[src/rtl/tla_pkg.sv]
// Shared constants, types and codes of the tank level averager.
package tla_pkg;

	// Default ring depth
	localparam int DEPTH_DEF = 10;
	// Calibration clamp margin and sample ceiling
	localparam int MARGIN  = 10;
	localparam int ADC_MAX = 4095;

	// Field widths
	localparam int ADC_W = 12;
	localparam int LIT_W = 16;
	localparam int PROD_W = ADC_W + LIT_W;
	localparam int CFG_AW = 2;
	localparam int CFG_DW = 16;

	// Register indexes
	localparam logic [CFG_AW-1:0] REG_ADC_EMPTY    = 2'd0;
	localparam logic [CFG_AW-1:0] REG_ADC_FULL     = 2'd1;
	localparam logic [CFG_AW-1:0] REG_LITERS_EMPTY = 2'd2;
	localparam logic [CFG_AW-1:0] REG_LITERS_FULL  = 2'd3;

	// Datapath commands
	typedef enum logic [3:0] {
		OP_NONE,
		OP_STORE,
		OP_FIRST,
		OP_CONV,
		OP_DIV_LIT,
		OP_ACC,
		OP_NEXT,
		OP_DIV_LVL,
		OP_LVL,
		OP_DIV_AVG,
		OP_AVG,
		OP_OUT
	} op_t;

	// Datapath status toward the controller
	typedef struct packed {
		logic interp;
		logic last;
		logic div_done;
		logic wrapped;
		logic out_free;
	} stat_t;

endpackage

[src/rtl/tla_div.sv]
// Restoring divider, one quotient bit per cycle.
module tla_div #(
	parameter int DW = 28,
	parameter int VW = 12
) (
	input  logic          clk,
	input  logic          arst_n,
	input  logic          start,
	input  logic [DW-1:0] dividend,
	input  logic [VW-1:0] divisor,
	output logic          done,
	output logic [DW-1:0] quotient
);
	localparam int NW = $clog2(DW + 1);

	logic          busy_q;
	logic          done_q;
	logic [NW-1:0] cnt_q;
	logic [VW-1:0] rem_q;
	logic [DW-1:0] quo_q;
	logic [VW:0]   sh;
	logic [VW:0]   diff;
	logic          ge;

	// Trial subtract of the shifted remainder
	assign sh   = {rem_q, quo_q[DW-1]};
	assign ge   = sh >= {1'b0, divisor};
	assign diff = sh - {1'b0, divisor};

	// Control
	always_ff @(posedge clk or negedge arst_n) begin
		if (!arst_n) begin
			busy_q <= 1'b0;
			done_q <= 1'b0;
			cnt_q  <= '0;
		end else if (start) begin
			busy_q <= 1'b1;
			done_q <= 1'b0;
			cnt_q  <= NW'(DW);
		end else if (busy_q) begin
			cnt_q <= cnt_q - NW'(1);
			if (cnt_q == NW'(1)) begin
				busy_q <= 1'b0;
				done_q <= 1'b1;
			end
		end else begin
			done_q <= 1'b0;
		end
	end

	// Remainder and quotient
	always_ff @(posedge clk) begin
		if (start) begin
			quo_q <= dividend;
			rem_q <= '0;
		end else if (busy_q) begin
			quo_q <= {quo_q[DW-2:0], ge};
			rem_q <= ge ? diff[VW-1:0] : sh[VW-1:0];
		end
	end

	assign done     = done_q;
	assign quotient = quo_q;
endmodule

[src/rtl/tla_dp.sv]
// Datapath: configuration, sample ring, calibration, sums and result register.
module tla_dp #(
	parameter int DEPTH = 10
) (
	input  logic                          clk,
	input  logic                          arst_n,
	input  logic                          cfg_we,
	input  logic [tla_pkg::CFG_AW-1:0]    cfg_addr,
	input  logic [tla_pkg::CFG_DW-1:0]    cfg_wdata,
	input  logic                          in_xfer,
	input  logic [tla_pkg::ADC_W-1:0]     in_sample,
	input  tla_pkg::op_t                  op,
	output tla_pkg::stat_t                stat,
	output logic                          out_valid,
	input  logic                          out_ready,
	output logic [tla_pkg::LIT_W-1:0]     level_liters,
	output logic                          cal_fault,
	output logic [tla_pkg::ADC_W-1:0]     adc_average,
	output logic                          tank_empty
);
	import tla_pkg::*;

	localparam int IW  = (DEPTH > 1) ? $clog2(DEPTH) : 1;
	localparam int CW  = $clog2(DEPTH + 1);
	localparam int LSW = $clog2(DEPTH * 131071 + 1);
	localparam int ASW = $clog2(DEPTH * 4095 + 1);
	// Reciprocal of DEPTH, exact for any sum below 2**LSW
	localparam int RSH = LSW + $clog2(DEPTH);
	localparam longint RECIP_L = ((longint'(1) << RSH) + longint'(DEPTH) - 1) / DEPTH;
	localparam logic [LSW:0] RECIP = (LSW+1)'(RECIP_L);

	logic [ADC_W-1:0]  adc_empty_q, adc_full_q;
	logic [LIT_W-1:0]  liters_empty_q, liters_full_q;
	logic [ADC_W-1:0]  ring_q [DEPTH];
	logic [ADC_W-1:0]  rdata_q, sample_q;
	logic [CW-1:0]     fill_q;
	logic              wrapped_q;
	logic [IW-1:0]     idx_q, wr_idx;
	logic [LSW-1:0]    lsum_q;
	logic [ASW-1:0]    asum_q;
	logic              err_q;
	logic [PROD_W-1:0] prod_q;
	logic [2*LSW:0]    rprod_q;
	logic [LSW-1:0]    rquot;
	logic [LIT_W-1:0]  level_q;
	logic [ADC_W-1:0]  avg_q;
	logic [CW-1:0]     count;
	logic              bad, near_e, near_f;
	logic [ADC_W:0]    e_m, f_m, a_m;
	logic [LIT_W-1:0]  clamp, lspan;
	logic [ADC_W-1:0]  pos;
	logic [LIT_W:0]    lit;
	logic              div_start, div_done;
	logic [PROD_W-1:0] quot;
	logic [ADC_W-1:0]  div_divisor;
	logic              out_valid_q, out_err_q, out_empty_q;
	logic [LIT_W-1:0]  out_level_q;
	logic [ADC_W-1:0]  out_avg_q;

	// Configuration registers
	always_ff @(posedge clk or negedge arst_n) begin
		if (!arst_n) begin
			adc_empty_q    <= 12'd4000;
			adc_full_q     <= 12'd500;
			liters_empty_q <= 16'd0;
			liters_full_q  <= 16'd100;
		end else if (cfg_we) begin
			case (cfg_addr)
				REG_ADC_EMPTY:    adc_empty_q    <= cfg_wdata[ADC_W-1:0];
				REG_ADC_FULL:     adc_full_q     <= cfg_wdata[ADC_W-1:0];
				REG_LITERS_EMPTY: liters_empty_q <= cfg_wdata;
				REG_LITERS_FULL:  liters_full_q  <= cfg_wdata;
				default: ;
			endcase
		end
	end

	// Live sample, taken on the input transfer
	always_ff @(posedge clk) begin
		if (in_xfer) sample_q <= in_sample;
	end

	// Ring write slot: restart at zero when full
	assign wr_idx = (fill_q >= CW'(DEPTH)) ? '0 : fill_q[IW-1:0];
	assign count  = wrapped_q ? CW'(DEPTH) : fill_q;

	// Ring memory, registered read
	always_ff @(posedge clk) begin
		if (op == OP_STORE) ring_q[wr_idx] <= sample_q;
		rdata_q <= ring_q[idx_q];
	end

	// Fill count and wrap flag
	always_ff @(posedge clk or negedge arst_n) begin
		if (!arst_n) begin
			fill_q    <= '0;
			wrapped_q <= 1'b0;
		end else if (op == OP_STORE) begin
			if (fill_q >= CW'(DEPTH)) begin
				wrapped_q <= 1'b1;
				fill_q    <= CW'(1);
			end else begin
				fill_q <= fill_q + CW'(1);
			end
		end
	end

	// Calibration checks on the stored sample
	assign e_m    = {1'b0, adc_empty_q} + (ADC_W+1)'(MARGIN);
	assign f_m    = {1'b0, adc_full_q} + (ADC_W+1)'(MARGIN);
	assign a_m    = {1'b0, rdata_q} + (ADC_W+1)'(MARGIN);
	assign bad    = ({5'b0, rdata_q} >= 17'(ADC_MAX)) || ({1'b0, rdata_q} > e_m)
		|| (a_m < {1'b0, adc_full_q}) || (adc_empty_q <= adc_full_q);
	assign near_e = a_m > {1'b0, adc_empty_q};
	assign near_f = {1'b0, rdata_q} < f_m;
	assign clamp  = near_e ? liters_empty_q : liters_full_q;
	assign lspan  = (liters_full_q >= liters_empty_q) ? liters_full_q - liters_empty_q
		: liters_empty_q - liters_full_q;
	assign pos    = adc_empty_q - rdata_q;
	assign lit    = {1'b0, liters_empty_q} + quot[LIT_W:0];

	// Quotient of the registered reciprocal product
	assign rquot  = LSW'(rprod_q >> RSH);

	// Accumulators and loop index
	always_ff @(posedge clk) begin
		case (op)
			OP_FIRST: begin
				idx_q  <= '0;
				lsum_q <= '0;
				asum_q <= '0;
				err_q  <= 1'b0;
			end
			OP_CONV: begin
				asum_q <= asum_q + ASW'(rdata_q);
				prod_q <= pos * lspan;
				if (!err_q) begin
					if (bad) err_q <= 1'b1;
					else if (near_e || near_f) lsum_q <= lsum_q + LSW'(clamp);
				end
			end
			OP_ACC: begin
				if (lit == '0) err_q <= 1'b1;
				else lsum_q <= lsum_q + LSW'(lit);
			end
			OP_NEXT:    idx_q <= idx_q + IW'(1);
			OP_DIV_LVL: rprod_q <= lsum_q * RECIP;
			OP_LVL:     level_q <= (|rquot[LSW-1:LIT_W]) ? '1 : rquot[LIT_W-1:0];
			OP_DIV_AVG: rprod_q <= LSW'(asum_q) * RECIP;
			OP_AVG:     avg_q <= rquot[ADC_W-1:0];
			default: ;
		endcase
	end

	// Interpolation divider
	assign div_start   = op == OP_DIV_LIT;
	assign div_divisor = adc_empty_q - adc_full_q;

	tla_div #(.DW(PROD_W), .VW(ADC_W)) u_div (
		.clk      (clk),
		.arst_n   (arst_n),
		.start    (div_start),
		.dividend (prod_q),
		.divisor  (div_divisor),
		.done     (div_done),
		.quotient (quot)
	);

	// Result register
	always_ff @(posedge clk or negedge arst_n) begin
		if (!arst_n) out_valid_q <= 1'b0;
		else if (op == OP_OUT) out_valid_q <= 1'b1;
		else if (out_ready) out_valid_q <= 1'b0;
	end

	always_ff @(posedge clk) begin
		if (op == OP_OUT) begin
			out_level_q <= err_q ? '0 : level_q;
			out_err_q   <= err_q;
			out_avg_q   <= wrapped_q ? avg_q : adc_empty_q;
			out_empty_q <= {1'b0, sample_q} > e_m;
		end
	end

	assign stat.interp   = !err_q && !bad && !near_e && !near_f;
	assign stat.last     = CW'(idx_q) == count - CW'(1);
	assign stat.div_done = div_done;
	assign stat.wrapped  = wrapped_q;
	assign stat.out_free = !out_valid_q || out_ready;

	assign out_valid    = out_valid_q;
	assign level_liters = out_level_q;
	assign cal_fault    = out_err_q;
	assign adc_average  = out_avg_q;
	assign tank_empty   = out_empty_q;
endmodule

[src/rtl/tla_ctrl.sv]
// Controller: sequences store, per-entry conversion and the final means.
module tla_ctrl (
	input  logic           clk,
	input  logic           arst_n,
	input  logic           in_xfer,
	output logic           in_ready,
	input  tla_pkg::stat_t stat,
	output tla_pkg::op_t   op
);
	import tla_pkg::*;

	typedef enum logic [3:0] {
		S_IDLE, S_STORE, S_FIRST, S_RDW, S_CONV, S_DIVS, S_DIVW, S_ACC,
		S_NEXT, S_LDS, S_LVL, S_ADS, S_AVG, S_OUTW
	} state_t;

	state_t state_q, state_d;

	// State register
	always_ff @(posedge clk or negedge arst_n) begin
		if (!arst_n) state_q <= S_IDLE;
		else state_q <= state_d;
	end

	// Next state and command
	always_comb begin
		state_d = state_q;
		op      = OP_NONE;
		case (state_q)
			S_IDLE:  if (in_xfer) state_d = S_STORE;
			S_STORE: begin
				op      = OP_STORE;
				state_d = S_FIRST;
			end
			S_FIRST: begin
				op      = OP_FIRST;
				state_d = S_RDW;
			end
			S_RDW:   state_d = S_CONV;
			S_CONV: begin
				op = OP_CONV;
				if (stat.interp) state_d = S_DIVS;
				else if (stat.last) state_d = S_LDS;
				else state_d = S_NEXT;
			end
			S_DIVS: begin
				op      = OP_DIV_LIT;
				state_d = S_DIVW;
			end
			S_DIVW:  if (stat.div_done) state_d = S_ACC;
			S_ACC: begin
				op      = OP_ACC;
				state_d = stat.last ? S_LDS : S_NEXT;
			end
			S_NEXT: begin
				op      = OP_NEXT;
				state_d = S_RDW;
			end
			S_LDS: begin
				op      = OP_DIV_LVL;
				state_d = S_LVL;
			end
			S_LVL: begin
				op      = OP_LVL;
				state_d = stat.wrapped ? S_ADS : S_OUTW;
			end
			S_ADS: begin
				op      = OP_DIV_AVG;
				state_d = S_AVG;
			end
			S_AVG: begin
				op      = OP_AVG;
				state_d = S_OUTW;
			end
			S_OUTW: begin
				if (stat.out_free) begin
					op      = OP_OUT;
					state_d = S_IDLE;
				end
			end
			default: state_d = S_IDLE;
		endcase
	end

	assign in_ready = state_q == S_IDLE;
endmodule

[src/rtl/tank_level_averager.sv]
// Each of the N stored entries is converted in turn before the result is valid; K interpolated entries
// use a 28-bit bit-serial divide. Means use a reciprocal multiply; the sample average only once wrapped.
// One item at a time; the next item is taken while the last result waits in the output register.
// Reset (arst_n low) empties the ring count, clears the wrap flag and the output valid,
// and loads the calibration registers with their default points.
module tank_level_averager #(
	parameter int DEPTH = tla_pkg::DEPTH_DEF
) (
	input  logic                       clk,
	input  logic                       arst_n,
	input  logic                       cfg_we,
	input  logic [tla_pkg::CFG_AW-1:0] cfg_addr,
	input  logic [tla_pkg::CFG_DW-1:0] cfg_wdata,
	input  logic                       s_axis_tvalid,
	output logic                       s_axis_tready,
	input  logic [15:0]                s_axis_tdata,  // [11:0] adc_sample
	output logic                       m_axis_tvalid,
	input  logic                       m_axis_tready,
	// [15:0] level_liters, [16] cal_fault, [28:17] adc_average, [29] tank_empty
	output logic [31:0]                m_axis_tdata
);
	import tla_pkg::*;

	op_t              op;
	stat_t            stat;
	logic             in_xfer;
	logic [LIT_W-1:0] level_liters;
	logic             cal_fault, tank_empty;
	logic [ADC_W-1:0] adc_average;

	assign in_xfer = s_axis_tvalid && s_axis_tready;

	tla_ctrl u_ctrl (
		.clk      (clk),
		.arst_n   (arst_n),
		.in_xfer  (in_xfer),
		.in_ready (s_axis_tready),
		.stat     (stat),
		.op       (op)
	);

	tla_dp #(.DEPTH(DEPTH)) u_dp (
		.clk          (clk),
		.arst_n       (arst_n),
		.cfg_we       (cfg_we),
		.cfg_addr     (cfg_addr),
		.cfg_wdata    (cfg_wdata),
		.in_xfer      (in_xfer),
		.in_sample    (s_axis_tdata[ADC_W-1:0]),
		.op           (op),
		.stat         (stat),
		.out_valid    (m_axis_tvalid),
		.out_ready    (m_axis_tready),
		.level_liters (level_liters),
		.cal_fault    (cal_fault),
		.adc_average  (adc_average),
		.tank_empty   (tank_empty)
	);

	// Result packing
	assign m_axis_tdata = {2'b00, tank_empty, adc_average, cal_fault, level_liters};
endmodule

[config.mk]
export PLATFORM = sky130hd
export DESIGN_NAME = tank_level_averager
export DESIGN_NICKNAME = d
export VERILOG_FILES = /design/src/rtl/tla_pkg.sv /design/src/rtl/tla_div.sv /design/src/rtl/tla_dp.sv /design/src/rtl/tla_ctrl.sv /design/src/rtl/tank_level_averager.sv
export SDC_FILE = /design/constraint.sdc
export NUM_CORES = 2
export LEC_CHECK = 0
export BUFFER_PORTS_ARGS = -buffer_cell sky130_fd_sc_hd__buf_2
export CORE_MARGIN = 3
export CORE_UTILIZATION = 35
export CTS_CLUSTER_DIAMETER = 40
export DETAILED_ROUTE_END_ITERATION = 12
export SETUP_SLACK_MARGIN = 0.3
export SLEW_MARGIN = 20
export SYNTH_ARGS = -nofsm -noshare
export SYNTH_HDL_FRONTEND = slang
export SYNTH_SLANG_ARGS = --single-unit
export TNS_END_PERCENT = 30
[constraint.sdc]
create_clock -name clk -period 9.15 [get_ports clk]
set_clock_uncertainty 0.1 [all_clocks]
set_input_delay 0.915 -clock clk [delete_from_list [all_inputs] [get_ports clk]]
set_output_delay 0.915 -clock clk [all_outputs]
set_load 0.005 [all_outputs]
==> flow_summary.json <==
{
  "grt_first_pass_wirelength_mm": 157.0,
  "reg2reg_depth": 36,
  "start_kind": "register",
  "dp_hpwl_mm": 79.83,
  "place.gp.congestion": 0.8966,
  "root_buffer": "clkbuf_16",
  "cts_num_sinks": 403,
  "n_fill_cell": 10950,
  "finalCriticalPeriod_ns": 8.525,
  "synthMuxAreaShare": 0.03741,
  "synth.top_cell.area_share": 0.2321,
  "grt_pass1_vias": 27830,
  "yosys_warnings": 0,
  "worstMarginPinSlew_ns": 1.030,
  "tns_ns": 0,
  "crit_path_top_delay_cell": "fa_1",
  "antenna_cells": 0,
  "syn_area_sq_mm": 0.03960,
  "rows": 122,
  "overflow": 0,
  "clk_pin_slew_ns": 0.06,
  "die_y_microns": 342.4,
  "max-cap-violations": 0,
  "clk_path_buf_depth": 3,
  "syn_avg_cell_area_sq_um": 10.43,
  "syn_to_final_growth_pct": 12.85,
  "io_buffer_count": 66,
  "firstDrtPassIters": 6,
  "groute.usage.overall": 0.1718,
  "setup_viol": 0,
  "postLayoutCoreUtil": 0.4010,
  "routed_wirelength_mm": 99.54,
  "finalInstanceArea_sq_mm": 0.04469,
  "hp-class": "input pin to asynchronous set/reset pin",
  "ant_nets": 0,
  "start_util": 0.3554,
  "synth_fa_ha_area_frac": 0.3696,
  "synth_top_family_by_area": "adder cells",
  "slew_headroom": 0.2956,
  "cp-end-kind": "register",
  "synth_cells": 3797,
  "status": "finished, final reports clean",
  "slew_viol_final": 0,
  "cts_tree": "built",
  "synth-compound-area-share": 0.08892,
  "r2r_start": "u_dp.liters_full_q[0]",
  "fmax_mhz": 117.3,
  "via_count": 27330,
  "die_w_microns": 342.4,
  "viasPerCell": 4.999,
  "cts_hold_buf": 0,
  "drc": 0,
  "finalHoldViolations": 0,
  "worst-path-max-fanout": 7,
  "ios": 73,
  "cp-startpoint": "u_dp.liters_full_q[0]",
  "placed_cell_area_sq_mm": 0.04193,
  "core_sq_mm": 0.1114,
  "async_flop_share": 0.1811,
  "r2r_setup_slack_ns": 0.62,
  "synth_top_area_cell": "edfxtp_1",
  "yosys.area_share.simple": 0.1035,
  "ys_seq_elements": 403,
  "seq_area_frac_synth": 0.2908,
  "grt_max_degree": 57,
  "required_ns": 9.41,
  "synthFlopType": "edfxtp_1",
  "synth_xor_area_frac": 0.03826,
  "ys_types": 77,
  "post_drt_wl_per_cell_microns": 18.21,
  "htree_levels": 3,
  "critPathMaxStageDelay_ns": 0.54,
  "crit_end": "u_dp.prod_q[23]",
  "rsz0062_at_grt": "no",
  "r2r-end": "u_dp.prod_q[23]",
  "dieArea_sq_mm": 0.1172,
  "grt_antenna_before_repair": 4,
  "crit_arrival_ns": 8.79,
  "path_class": "register to register",
  "numCtsBuffers": 73,
  "synth-edff-count": 306,
  "insertion_delay_ns": 0.64,
  "fin_crit_sh": 0.9317,
  "final_nets": 4905,
  "drive_gt1_frac": 0.09779,
  "first_iter_violations": 1701,
  "synth_area_leaders": "edfxtp_1, fa_1, ha_1, inv_1, dfrtp_1"
}
logic make-up after synthesis:
| logic type | Yosys count |
|---|---|
| flip-flops | 403 |
| other | 1 |
| buffers and inverters | 746 |
| AO/OA/AOI/OAI | 556 |
| multiplexers | 112 |
| AND/OR/NAND/NOR | 860 |
| XOR/XNOR | 173 |
| adder cells (fa/ha/maj) | 946 |
cell type report:
cell class	count	area, sq um	area share
Clock buffer	88	1936	0.04332
Clock inverter	45	559.3	0.01252
Inverter	651	2444	0.05468
Multi-Input combinational cell	2649	25440	0.5694
Sequential cell	403	11520	0.2577
Tap cell	1488	1862	0.04166
Timing Repair Buffer	142	927.1	0.02075
worst max-delay path: cells and delay by family (launching register included):
kind                       cells  cell delay (ns)
adders and majority gates      8             3.29
AOI/OAI and AO/OA             13             2.83
buffers and inverters         10             0.99
and+or+nand+nor                4             0.43
DFF                            1             0.42
xor gates and xnor gates       1             0.20
sequential cells by signal, summed over array words and instances, names as in the netlist, 16 cells and up:
| register | cells |
|---|---|
| u_dp.asum_q | 16 |
| u_dp.level_liters | 16 |
| u_dp.level_q | 16 |
| u_dp.liters_empty_q | 16 |
| u_dp.liters_full_q | 16 |
| u_dp.lsum_q | 21 |
| u_dp.prod_q | 28 |
| u_dp.ring_q | 120 |
| u_dp.rprod_q | 18 |
| u_dp.u_div.quotient | 28 |
placed cells by master (no fill, tap or decap), types with 10 or more instances in the layout:
master and n:
nand3_1 38, buf_2 65, o21ai_1 30, dfrtp_1 58, and2_1 41, nor2b_1 69
or3_1 29, xnor2_1 117, nand4_1 23, clkbuf_1 12, nor2_1 166, mux4_2 24
mux2i_1 39, a21o_1 57, a211oi_1 31, o211ai_1 11, a2111oi_0 10, nand2_1 322
dfxtp_1 23, nand2b_1 61, and3_1 17, mux2_2 48, buf_4 73, nor3_1 48
inv_1 651, o21bai_1 21, edfxtp_1 306, o21ai_0 130, ha_1 573, a21boi_0 13
clkbuf_16 75, dfstp_2 15, fa_1 373, a21oi_1 141, o21a_1 27, xor2_1 48
worst min path at each step:
stage | startpoint | end | slack, ns | cells past startpoint
floorplan | u_dp.rprod_q[25] | u_dp.avg_q[0] | 0.32 | 0
global placement | u_dp.rprod_q[31] | u_dp.avg_q[6] | 0.35 | 0
detailed placement | u_dp.rprod_q[32] | u_dp.avg_q[7] | 0.35 | 0
CTS | arst_n | u_dp.liters_empty_q[9] | 0.03 | 1
global route | arst_n | u_dp.liters_full_q[12] | 0.04 | 1
finish | arst_n | u_dp.liters_empty_q[9] | 0.05 | 1
stage by stage:
step / cells / hold WS (ns) / worst slack [ns]
after detailed placement: 5320 / 0.3474 / 0.4149
after CTS: 5453 / 0.02521 / 0.3495
after global placement: 5320 / 0.3494 / 0.5463
after global routing: 5466 / 0.04393 / 0.2481
final: 5466 / 0.04954 / 0.6249
after floorplan: 3798 / 0.3193 / 0.7942
cell usage after synthesis, drive strengths merged (27+ instances only):
master and instances:
nor2 172, mux2i 40, xor2 50, nand2b 61
fa 373, a21oi 143, nor2b 70, dfrtp 58
a21o 57, nand2 322, ha 573, o21a 27
inv 651, nand3 39, nor3 50, and2 41
clkbuf 76, or3 29, xnor2 123, a211oi 33
mux2 48, edfxtp 306, o21ai 163
layer usage:
metal  track usage  part of all wire  up-vias
li1              -                 -    13060
met2        0.2701              0.45      677
met3       0.03554             0.068      125
met1        0.2426              0.46    13460
met4       0.03998             0.022        0
met5             0                 0        -
repair_timing:
| item | 4_1_cts | 5_1_grt |
|---|---|---|
| endpoints found under the setup margin | 0 | 3 |
| gates resized for setup | 0 | 25 |
| buffers inserted | 0 | 13 |
Power is left out: the tool's default activity adds up to more than one toggle a clock period on the data nets, which glitch-free logic cannot reach.
